==> config.mk <==
export PLATFORM = sky130hd
export DESIGN_NAME = leaky_relu_grad_bf16
export DESIGN_NICKNAME = d
export VERILOG_FILES = /design/src/hw/rtl/lrg_pkg.sv /design/src/hw/rtl/leaky_relu_grad_bf16.sv /design/src/hw/rtl/lrg_lane_mul.sv /design/src/hw/rtl/lrg_lane_round.sv
export SDC_FILE = /design/constraint.sdc
export NUM_CORES = 2
export LEC_CHECK = 0
export ABC_AREA = 1
export BUFFER_PORTS_ARGS = -buffer_cell sky130_fd_sc_hd__buf_2
export CORE_MARGIN = 4
export CORE_UTILIZATION = 45
export CTS_CLUSTER_DIAMETER = 100
export DETAILED_ROUTE_END_ITERATION = 8
export PLACE_DENSITY = 0.75
export SYNTH_ARGS = -nofsm -noshare
export SYNTH_HDL_FRONTEND = slang
export SYNTH_SLANG_ARGS = --single-unit
==> constraint.sdc <==
create_clock -name clk -period 10.8 [get_ports clk]
set_clock_uncertainty 0.2 [all_clocks]
set_input_delay 2.7 -clock clk [delete_from_list [all_inputs] [get_ports clk]]
set_output_delay 2.7 -clock clk [all_outputs]
set_load 0.005 [all_outputs]
==> src/hw/rtl/lrg_pkg.sv <==
// ---------------------------------------------------------------------------
// lrg_pkg: shared types and helpers for the leaky ReLU bf16 gradient block
// Holds the per-lane product record and the leading-one search.
// ---------------------------------------------------------------------------
`default_nettype none
package lrg_pkg;

	localparam int unsigned LANE_W   = 16;
	localparam int unsigned WORD_W   = 32;
	localparam int unsigned PROD_W   = 32;
	localparam int unsigned EXP_W    = 9;
	localparam logic [15:0] BF16_QNAN = 16'h7FC0;
	localparam logic [15:0] BF16_INF  = 16'h7F80;
	localparam logic [15:0] BF16_MAXF = 16'h7F80;

	// Per-lane record between the multiply stage and the rounding stage
	typedef struct packed {
		logic                  pass;   // forward output > 0, gradient passes
		logic [LANE_W-1:0]     grad;   // raw gradient for the pass case
		logic                  sign;
		logic                  nan;
		logic                  inf;
		logic [PROD_W-1:0]     prod;   // exact significand product
		logic [EXP_W-1:0]      esum;   // sum of effective biased exponents
	} prod_t;

	// Position of the leading one (0 when the word is zero)
	function automatic logic [4:0] lead_one(input logic [PROD_W-1:0] v);
		logic [4:0] pos;
		pos = '0;
		for (int i = 0; i < PROD_W; i++) begin
			if (v[i]) begin
				pos = 5'(i);
			end
		end
		return pos;
	endfunction

endpackage
`default_nettype wire

==> src/hw/rtl/leaky_relu_grad_bf16.sv <==
// ---------------------------------------------------------------------------
// leaky_relu_grad_bf16: leaky ReLU backward pass on packed bf16 pairs
// Passes each lane's gradient where the forward output is positive, else
// scales it by the fp32 slope and rounds back to bf16.
// ---------------------------------------------------------------------------
// Channel  Handshake              Payload
// in       in_valid / in_ready    out_word, grad_word, is_last
// out      out_valid / out_ready  in_grad_word, last_out
// cfg      cfg_valid / cfg_ready  slope
//
// One transaction per cycle sustained while out accepts; three registers (input
// register, product register, result register) advance together whenever
// the result register is empty or taken, so a stall on out holds the whole
// pipe. Reset clears the valid bits and loads slope with 0.01.
// ---------------------------------------------------------------------------
`default_nettype none
module leaky_relu_grad_bf16 (
	input  wire logic        clk,
	input  wire logic        arst_n,
	input  wire logic        in_valid,
	output logic             in_ready,
	input  wire logic [31:0] out_word,
	input  wire logic [31:0] grad_word,
	input  wire logic        is_last,
	output logic             out_valid,
	input  wire logic        out_ready,
	output logic [31:0]      in_grad_word,
	output logic             last_out,
	input  wire logic        cfg_valid,
	output logic             cfg_ready,
	input  wire logic [31:0] slope
);
	import lrg_pkg::*;

	logic        en;
	logic        valid_s1, valid_s2;
	logic [31:0] fwd_s1, grad_s1;
	logic        last_s1, last_s2;
	logic [31:0] slope_q;
	prod_t       prod_lo, prod_hi, prod_lo_s2, prod_hi_s2;
	logic [15:0] res_lo, res_hi;

	assign en        = !out_valid || out_ready;
	assign in_ready  = en;
	assign cfg_ready = 1'b1;

	// Slope register
	always_ff @(posedge clk or negedge arst_n) begin
		if (!arst_n) begin
			slope_q <= 32'h3C23D70A;
		end else if (cfg_valid) begin
			slope_q <= slope;
		end
	end

	// Advance valid bits
	always_ff @(posedge clk or negedge arst_n) begin
		if (!arst_n) begin
			valid_s1  <= 1'b0;
			valid_s2  <= 1'b0;
			out_valid <= 1'b0;
		end else if (en) begin
			valid_s1  <= in_valid;
			valid_s2  <= valid_s1;
			out_valid <= valid_s2;
		end
	end

	// Multiply both lanes
	lrg_lane_mul u_mul_lo (
		.fwd(fwd_s1[15:0]), .grad(grad_s1[15:0]), .slope(slope_q), .prod(prod_lo)
	);
	lrg_lane_mul u_mul_hi (
		.fwd(fwd_s1[31:16]), .grad(grad_s1[31:16]), .slope(slope_q), .prod(prod_hi)
	);

	// Round both lanes
	lrg_lane_round u_rnd_lo (.prod(prod_lo_s2), .res(res_lo));
	lrg_lane_round u_rnd_hi (.prod(prod_hi_s2), .res(res_hi));

	// Advance payload
	always_ff @(posedge clk) begin
		if (en) begin
			fwd_s1       <= out_word;
			grad_s1      <= grad_word;
			last_s1      <= is_last;
			prod_lo_s2   <= prod_lo;
			prod_hi_s2   <= prod_hi;
			last_s2      <= last_s1;
			in_grad_word <= {res_hi, res_lo};
			last_out     <= last_s2;
		end
	end

	a_s1_to_s2: assert property (@(posedge clk) disable iff (!arst_n)
		valid_s1 && en |=> valid_s2)
		else $error("stage 1 transaction lost");
	a_s2_to_out: assert property (@(posedge clk) disable iff (!arst_n)
		valid_s2 && en |=> out_valid)
		else $error("stage 2 transaction lost");
	a_stall_blocks: assert property (@(posedge clk) disable iff (!arst_n)
		out_valid && !out_ready |-> !in_ready)
		else $error("input taken while result stalled");

endmodule
`default_nettype wire

==> src/hw/rtl/lrg_lane_mul.sv <==
// ---------------------------------------------------------------------------
// lrg_lane_mul: per-lane compare and significand multiply
// Classifies the operands and forms the exact bf16 x fp32 product.
// ---------------------------------------------------------------------------
`default_nettype none
module lrg_lane_mul (
	input  wire logic [15:0]   fwd,
	input  wire logic [15:0]   grad,
	input  wire logic [31:0]   slope,
	output lrg_pkg::prod_t     prod
);
	import lrg_pkg::*;

	logic [7:0]  ea, eb;
	logic [6:0]  fa;
	logic [22:0] fb;
	logic        a_nan, a_inf, a_zero, b_nan, b_inf, b_zero;
	logic [7:0]  ma;
	logic [23:0] mb;

	// Unpack operands
	assign ea = grad[14:7];
	assign fa = grad[6:0];
	assign eb = slope[30:23];
	assign fb = slope[22:0];

	// Classify
	assign a_nan  = (ea == 8'hFF) && (fa != '0);
	assign a_inf  = (ea == 8'hFF) && (fa == '0);
	assign a_zero = (ea == 8'h00) && (fa == '0);
	assign b_nan  = (eb == 8'hFF) && (fb != '0);
	assign b_inf  = (eb == 8'hFF) && (fb == '0);
	assign b_zero = (eb == 8'h00) && (fb == '0);

	assign ma = {ea != 8'h00, fa};
	assign mb = {eb != 8'h00, fb};

	// Build the lane record
	always_comb begin
		prod.pass = !fwd[15] && (fwd != '0) && (fwd <= BF16_MAXF);
		prod.grad = grad;
		prod.sign = grad[15] ^ slope[31];
		prod.nan  = a_nan || b_nan || (a_inf && b_zero) || (a_zero && b_inf);
		prod.inf  = (a_inf || b_inf) && !prod.nan;
		prod.prod = PROD_W'(ma) * PROD_W'(mb);
		prod.esum = EXP_W'((ea == 8'h00) ? 8'd1 : ea) + EXP_W'((eb == 8'h00) ? 8'd1 : eb);
	end

endmodule
`default_nettype wire

==> src/hw/rtl/lrg_lane_round.sv <==
// ---------------------------------------------------------------------------
// lrg_lane_round: per-lane normalize and round
// Rounds the exact product to fp32 (subnormals kept), then to bf16, RNE both.
// ---------------------------------------------------------------------------
`default_nettype none
module lrg_lane_round (
	input  lrg_pkg::prod_t     prod,
	output logic [15:0]        res
);
	import lrg_pkg::*;

	logic [4:0]         lead;
	logic signed [10:0] r_norm, r_sub, rsh, ex, ebase;
	logic [5:0]         rs;
	logic [65:0]        shifted;
	logic [24:0]        m, mr;
	logic               rnd, sticky;
	logic [33:0]        mag;
	logic [31:0]        f32;
	logic [32:0]        bsum;

	assign lead   = lead_one(prod.prod);
	assign r_norm = $signed({6'b0, lead}) - 11'sd23;
	assign r_sub  = 11'sd135 - $signed({2'b0, prod.esum});
	assign rsh    = (r_norm > r_sub) ? r_norm : r_sub;
	assign ex     = $signed({6'b0, lead}) + $signed({2'b0, prod.esum}) - 11'sd157;
	assign ebase  = (ex >= 11'sd1) ? (ex - 11'sd1) : 11'sd0;

	// Align the product to the fp32 significand grid
	always_comb begin
		rs      = (rsh > 11'sd34) ? 6'd34 : ((rsh > 11'sd0) ? rsh[5:0] : 6'd0);
		shifted = {prod.prod, 34'b0} >> rs;
		if (rsh <= 11'sd0) begin
			m      = 25'(prod.prod) << (-rsh);
			rnd    = 1'b0;
			sticky = 1'b0;
		end else begin
			m      = shifted[58:34];
			rnd    = shifted[33];
			sticky = |shifted[32:0];
		end
		mr  = m + 25'(rnd && (sticky || m[0]));
		mag = ({23'b0, ebase} << 23) + 34'(mr);
		if ((ex >= 11'sd255) || (mag >= 34'h07F800000)) begin
			mag = 34'h07F800000;
		end
		f32  = {prod.sign, mag[30:0]};
		bsum = 33'(f32) + 33'h7FFF + 33'(f32[16]);
	end

	// Select the lane result
	always_comb begin
		priority if (prod.pass) begin
			res = prod.grad;
		end else if (prod.nan) begin
			res = BF16_QNAN;
		end else if (prod.inf) begin
			res = {prod.sign, BF16_INF[14:0]};
		end else if (prod.prod == '0) begin
			res = {prod.sign, 15'b0};
		end else begin
			res = bsum[31:16];
		end
	end

endmodule
`default_nettype wire

==> Yosys cells after proc, flatten, opt, wreduce, memory -nomap -nowiden <==
Cells that the tools add are included.
Widths: inputs -> output; s select.
{ "op_classes": {"bitwise": 2, "n_addsub": 22, "n_mux": 89, "shifts": 4, "reduce_logical": 57, "n_eq_ne": 3, "n_lt_le_gt_ge": 16, "multipliers": 2} }
{ "op_table": {"columns": ["cell", "count"], "rows": [
  ["$mux 5", 60],
  ["$shr 66x6->59", 2],
  ["$mux 16", 8],
  ["$add 34x25->34", 2],
  ["$ge 34x31->1 const B", 2],
  ["$reduce_or 33->1", 2],
  ["$add 32x1->32", 2],
  ["$add 32x15->32 const B", 2],
  ["$logic_not 32->1", 2],
  ["$mul 8x24->32", 2],
  ["$mux 31", 2],
  ["$add 25x1->25", 2],
  ["$mux 25", 2],
  ["$shl 25x11->25", 2],
  ["$mux 11", 4],
  ["$le 16x15->1 const B", 2],
  ["$reduce_bool 16->1", 2],
  ["$eq 8x8->1 const B", 3],
  ["$logic_not 8->1", 3],
  ["$mux 6", 4],
  ["$mux 8", 3],
  ["$reduce_bool 8->1", 3],
  ["$logic_not 23->1", 1],
  ["$reduce_bool 23->1", 1],
  ["other kinds (20)", 77]
]} }
{ "totals": {"word_cells": 219, "regBits": 256, "input_bits": 102} }

==> Logic depth before layout (Yosys ltp) <==
{ "depth": {"word_depth": 53, "depth_mapped": 97, "depth_no_buf": 93} }

==> Hierarchy <==
From an unflattened synthesis, not the netlist that was laid out.
{ "hier_totals": {"cells_unflattened": 5958, "hier_area_um2": 39276.4} }
{ "by_module_without_submodules": {"columns": ["module", "seq_area_each_um2", "cells_each", "n_inst", "area_per_inst_um2"], "rows": [
  ["leaky_relu_grad_bf16", 7531.0, 371, 1, 8195.4],
  ["lrg_lane_mul at u_mul_hi", 0.0, 1270, 1, 7975.1],
  ["lrg_lane_mul at u_mul_lo", 0.0, 1271, 1, 7955.1],
  ["lrg_lane_round at u_rnd_hi", 0.0, 1516, 1, 7598.5],
  ["lrg_lane_round at u_rnd_lo", 0.0, 1530, 1, 7552.2]
]} }

==> Worst setup path after synthesis <==
Ideal clock, no wire load.
{ "synth_timing": {"kind": "register to register", "start": "register prod_lo_s2[12] in the netlist's numbering", "end": "register in_grad_word[13] (data pin)", "setup_time_ns": 0.279, "stages_incl_launch_ff": 90, "slack_ns": 0.264, "arrival_time_ns": 10.056, "cell_sequence": "edfxtp_1 > inv_1 > nand2_1 > nand2_1 > nand2_1 > nand2_1 > nand2_1 > nand2_1 > nand2_1 > nand2_1 > nand2_1 > nand2_1 > nand2_1 > nand2_1 > nand2_1 > nand2_1 > nand2_1 > nand2_1 > (+54 left out) > a21oi_1 > nor2_1 > nand2_1 > inv_1 > nand2_1 > or3_1 > o221ai_1 > inv_1 > a211oi_1 > nand2_1 > inv_1 > clkbuf_1 > buf_2 > nand3_1 > nor3b_1 > nand3_1 > nand3_1 > a21oi_1"} }
{ "synth_via": {"elab_chain_len": 51, "elab_cells_between_ends": 64, "cone_classes": "9 x add/sub; 7 x order compare; 2 x shift; 41 x mux; 5 x reduce/logical"} }
{ "synth_lines": {"columns": ["item", "line_no", "rtl"], "rows": [
  ["from (decl)", "leaky_relu_grad_bf16.sv:40", "prod_t prod_lo, prod_hi, prod_lo_s2, prod_hi_s2;"],
  ["from (signal assigned)", "leaky_relu_grad_bf16.sv:87", "prod_lo_s2 <= prod_lo;"],
  ["$mux 5 (29 in series)", "lrg_pkg.sv:32", "if (v[i]) begin"],
  ["$sub 5x5->6", "lrg_lane_round.sv:23", "assign r_norm = $signed({6'b0, lead}) - 11'sd23;"],
  ["$gt 11x11->1", "lrg_lane_round.sv:25", "assign rsh = (r_norm > r_sub) ? r_norm : r_sub;"],
  ["$mux 11", "lrg_lane_round.sv:25", null],
  ["$gt 11x1->1", "lrg_lane_round.sv:31", "rs = (rsh > 11'sd34) ? 6'd34 : ((rsh > 11'sd0) ? rsh[5:0] : 6'd0);"],
  ["$mux 6 (2 in series)", "lrg_lane_round.sv:31", null],
  ["$shr 66x6->59", "lrg_lane_round.sv:32", "shifted = {prod.prod, 34'b0} >> rs;"],
  ["$reduce_or 33->1", "lrg_lane_round.sv:40", "sticky = |shifted[32:0];"],
  ["(+7 left out)", null, null],
  ["$mux 31", "lrg_lane_round.sv:44", "if ((ex >= 11'sd255) || (mag >= 34'h07F800000)) begin"],
  ["$add 32x15->32", "lrg_lane_round.sv:48", "bsum = 33'(f32) + 33'h7FFF + 33'(f32[16]);"],
  ["$add 32x1->32", "lrg_lane_round.sv:48", null],
  ["$mux 16 *", "lrg_lane_round.sv:59", "end else if (prod.prod == '0) begin"],
  ["$mux 16 *", "lrg_lane_round.sv:57", "end else if (prod.inf) begin"],
  ["$mux 16 *", "lrg_lane_round.sv:55", "end else if (prod.nan) begin"],
  ["$mux 16 *", "lrg_lane_round.sv:53", "priority if (prod.pass) begin"],
  ["net res_lo[13]", "leaky_relu_grad_bf16.sv:41", "logic [15:0] res_lo, res_hi;"],
  ["to (signal assigned)", "leaky_relu_grad_bf16.sv:90", "in_grad_word <= {res_hi, res_lo};"],
  ["to (decl)", "leaky_relu_grad_bf16.sv:27", "output logic [31:0] in_grad_word,"]
]} }
Mark *: on every way through the listed nets, which the timed path passes. The rest lies on a longest branch.
A chain may end at the register's enable or synchronous reset.

==> Final worst setup path <==
{ "layout_timing": {"start": "register prod_hi_s2[13] in the netlist's numbering", "end": "register in_grad_word[24] (data pin)"} }
{ "layout_via": {"elab_chain_len": 50, "elab_cells_between_ends": 63, "cone_classes": "9 x add/sub; 7 x order compare; 2 x shift; 40 x mux; 5 x reduce/logical"} }
{ "layout_lines": {"columns": ["item", "line_no", "rtl"], "rows": [
  ["from (decl)", "leaky_relu_grad_bf16.sv:40", null],
  ["from (signal assigned)", "leaky_relu_grad_bf16.sv:88", "prod_hi_s2 <= prod_hi;"],
  ["$mux 5 (28 in series)", "lrg_pkg.sv:32", null],
  ["$sub 5x5->6", "lrg_lane_round.sv:23", null],
  ["$gt 11x11->1", "lrg_lane_round.sv:25", null],
  ["$mux 11", "lrg_lane_round.sv:25", null],
  ["$gt 11x1->1", "lrg_lane_round.sv:31", null],
  ["$mux 6 (2 in series)", "lrg_lane_round.sv:31", null],
  ["$shr 66x6->59", "lrg_lane_round.sv:32", null],
  ["$reduce_or 33->1", "lrg_lane_round.sv:40", null],
  ["(+7 left out)", null, null],
  ["$mux 31", "lrg_lane_round.sv:44", null],
  ["$add 32x15->32", "lrg_lane_round.sv:48", null],
  ["$add 32x1->32", "lrg_lane_round.sv:48", null],
  ["$mux 16 *", "lrg_lane_round.sv:59", null],
  ["$mux 16 *", "lrg_lane_round.sv:57", null],
  ["$mux 16 *", "lrg_lane_round.sv:55", null],
  ["$mux 16 *", "lrg_lane_round.sv:53", null],
  ["net res_hi[8]", "leaky_relu_grad_bf16.sv:41", null]
]} }
Marks and branches as above.

==> summary.md <==
| Metric | Value |
|---|---|
| Max-slew violations | `0` |
| Yosys reg bits | `256` |
| Crit Path Class | `register to register` |
| Area occupied by multi-input gates | `24,760 µm²` |
| Synth Area in Adders | `21.32%` |
| Grt ovf | `0` |
| TritonCTS clock tree | `built` |
| Final nets | `5,703` |
| Layout overhead on the synthesized area | `13.17%` |
| Syn. warnings | `0` |
| Clock-pin slew on the worst setup and hold paths | `60 ps` |
| First-pass GRT wire length | `176,800 µm` |
| F_max | `98.03 MHz` |
| Post-synth top cells | `nand2_1, nand3_1, inv_1` |
| Worst hold margin | `234.5 ps` |
| Max stage delay cell, worst path | `edfxtp_1` |
| Std-Cell Rows | `102` |
| # H-tree levels | `1` |
| Register area share after synthesis | `21.25%` |
| Synth cell types | `73` |
| # IOs | `138` |
| FILL cells | `7,409` |
| Synthesized area | `35,440 µm²` |
| Register area | `7531 µm²` |
| Routed Antenna Nets | `0` |
| Total CTS buffers | `30` |
| M1 GR Usage | `37.79%` |
| Max stage delay on crit path | `440 ps` |
| Final min period | `10,200 ps` |
| Drt first pass iters | `8` |
| RSZ-0062 raised after global routing | `yes` |
| Crit start category | `register` |
| Grt met3 use | `6.859%` |
| Critical Path Fanout Max | `9` |
| Drt wl/cell | `18.64 µm` |
| Final GP Congestion | `1.012` |
| Largest net degree at the start of global routing | `73` |
| CP most frequent cell | `nand2_1` |
| Compound-Gate Fraction of Synth Area | `5.853%` |
| Max Cap Viol | `0` |
| CP bufs+invs | `11` |
| GR Util met2 | `39.77%` |
| Largest cells by area after synthesis | `edfxtp_1, fa_1, nand2_1, nand3_1, inv_1` |
| Worst Hold Class | `register to register` |
| Final wirelength | `116,000 µm` |
| Nature of the critical path endpoint | `register` |
| Syn_area_per_cell | `7.031 µm²` |
| Number of global-route vias before repair | `32,840` |
| Most frequent cell after synthesis | `nand2_1` |
| CORE AREA | `77,720 µm²` |
| Post-synthesis simple-gate area fraction | `35.69%` |
| Worst Path Required | `10,900 ps` |
| Total GRT Usage | `26.46%` |
| DR vias/cell | `5.655` |
| Vias | `35,198` |
| Post-synth top area share | `18.72%` |
| PortBufs | `136` |
| Slew HR | `25.43%` |
| Die X | `288.7 µm` |
| Synthesized Nets | `5,585` |
| Initial Util | `45.60%` |
| Fraction of registers with async set or reset after synthesis | `13.67%` |
| Final HPWL from detailed placement | `88,530 µm` |
| EDFF count, synth | `221` |
| CTS Buffer Depth | `3` |
| CTS Sinks | `256` |
| Syn Inst Count | `5,041` |
| Multiplexer share of the synthesized area | `0.3177%` |
| Crit share post-route | `94.45%` |
| Post-CTS Hold Buffers | `0` |
| Primary FF master, synth | `edfxtp_1` |
| Share of cells above drive strength 1 | `13.93%` |
| DRC viols | `0` |
| Largest family of logic cells by synthesized area | `simple AND/OR/NAND/NOR gates` |
| DRT iter0 DRCs | `4,248` |
| Die ar. | `83,320 µm²` |
| Outcome | `finished clean` |
| Synth Area in XOR/XNOR | `4.003%` |
| Later-pin clock latency in the skew report | `640 ps` |
| Die Ht | `288.7 µm` |
| Post-synth top area cell | `edfxtp_1` |
| Root Driver | `clkbuf_16` |
| Final number of hold-violating endpoints | `0` |
| Gr busiest metal | `met2` |
| Setup-failing EPs final | `0` |
| Crit-path leading delay family | `simple AND/OR/NAND/NOR gates` |
| Antenna violations before repair | `4` |
| Slew @ Worst Pin | `1108 ps` |
| Critical Path AT | `10,300 ps` |
==> timing repair <==
action | in CTS | in global routing
gates cloned | 0 | 16
buffers inserted | 0 | 77
gates resized for setup | 5 | 247
endpoints found under the setup margin | 11 | 30
pin swaps | 0 | 57
==> cell type report <==
class	instances	area share [%]
flip-flops and latches	256	18.78
repair inverters	1	0.01872
diodes	2	0.01248
clock buffers	37	1.937
well taps	1040	3.244
multi-input cells	3756	61.72
repair buffers	333	6.420
clock inverters	18	0.4741
inverters	781	7.396
==> registers in the layout, indices dropped and copies added (netlist names), 32 cells and up <==
name	count
prod_lo_s2	61
slope_q	32
prod_hi_s2	61
grad_s1	32
in_grad_word	32
fwd_s1	32
==> cell families (layout without fill, tap and decap cells) <==
logic type / Yosys count / count (layout)
XOR/XNOR: 162 / 162
buffers and inverters: 1033 / 1170
AO/OA/AOI/OAI: 360 / 360
multiplexers: 10 / 10
adder cells (fa/ha/maj): 442 / 442
other: 1 / 3
flip-flops: 256 / 256
AND/OR/NAND/NOR: 2777 / 2781
==> metal layers <==
layer | vias to the layer above | share of wire, %
met1 | 16454 | 42
li1 | 16551 | -
met3 | 313 | 12
met4 | 4 | 3.7
met2 | 1876 | 43
met5 | - | 0.028
==> layout by cell type (no fill, tap or decap), types with 74 or more instances in the layout <==
cell type / n
o21ai_0: 89
nand3_1: 793
nand3_2: 74
nor2_1: 291
buf_4: 165
nand2_1: 1226
ha_1: 165
edfxtp_1: 221
buf_2: 136
xor2_1: 105
a21oi_1: 153
inv_1: 738
fa_1: 270
nand4_1: 150
==> per-stage QoR <==
stage	cell area (µm²)	util [%]	TNS (ps)	setup WS (ps)	cells
after floorplan	35440	-	0	264.5	5041
after global placement	37190	47.84	0	0.4929	6074
after detailed placement	37190	47.84	-229.0	-72.65	6074
after CTS	38180	49.12	0	10.40	6129
after global routing	40110	51.60	-3715	-222.4	6222
final	40110	51.61	0	599.5	6224
==> worst paths after layout <==
kind / depth (start not counted) / end / startpoint / slack [ps]
max reg2reg: 73 / in_grad_word[24]$_DFFE_PP_ / prod_hi_s2[13]$_DFFE_PP_ / 600
min in group asynchronous: 1 / slope_q[19]$_DFFE_PN0P_ / arst_n / 1930
max: 73 / in_grad_word[24]$_DFFE_PP_ / prod_hi_s2[13]$_DFFE_PP_ / 600
min reg2reg: 0 / last_out$_DFFE_PP_ / last_s2$_DFFE_PP_ / 230
min: 0 / last_out$_DFFE_PP_ / last_s2$_DFFE_PP_ / 230
max in group asynchronous: 1 / slope_q[20]$_DFFE_PN0P_ / arst_n / 7980
Power is not shown: default switching activity piles up to over one toggle a cycle in this logic, so the estimate is an artifact.
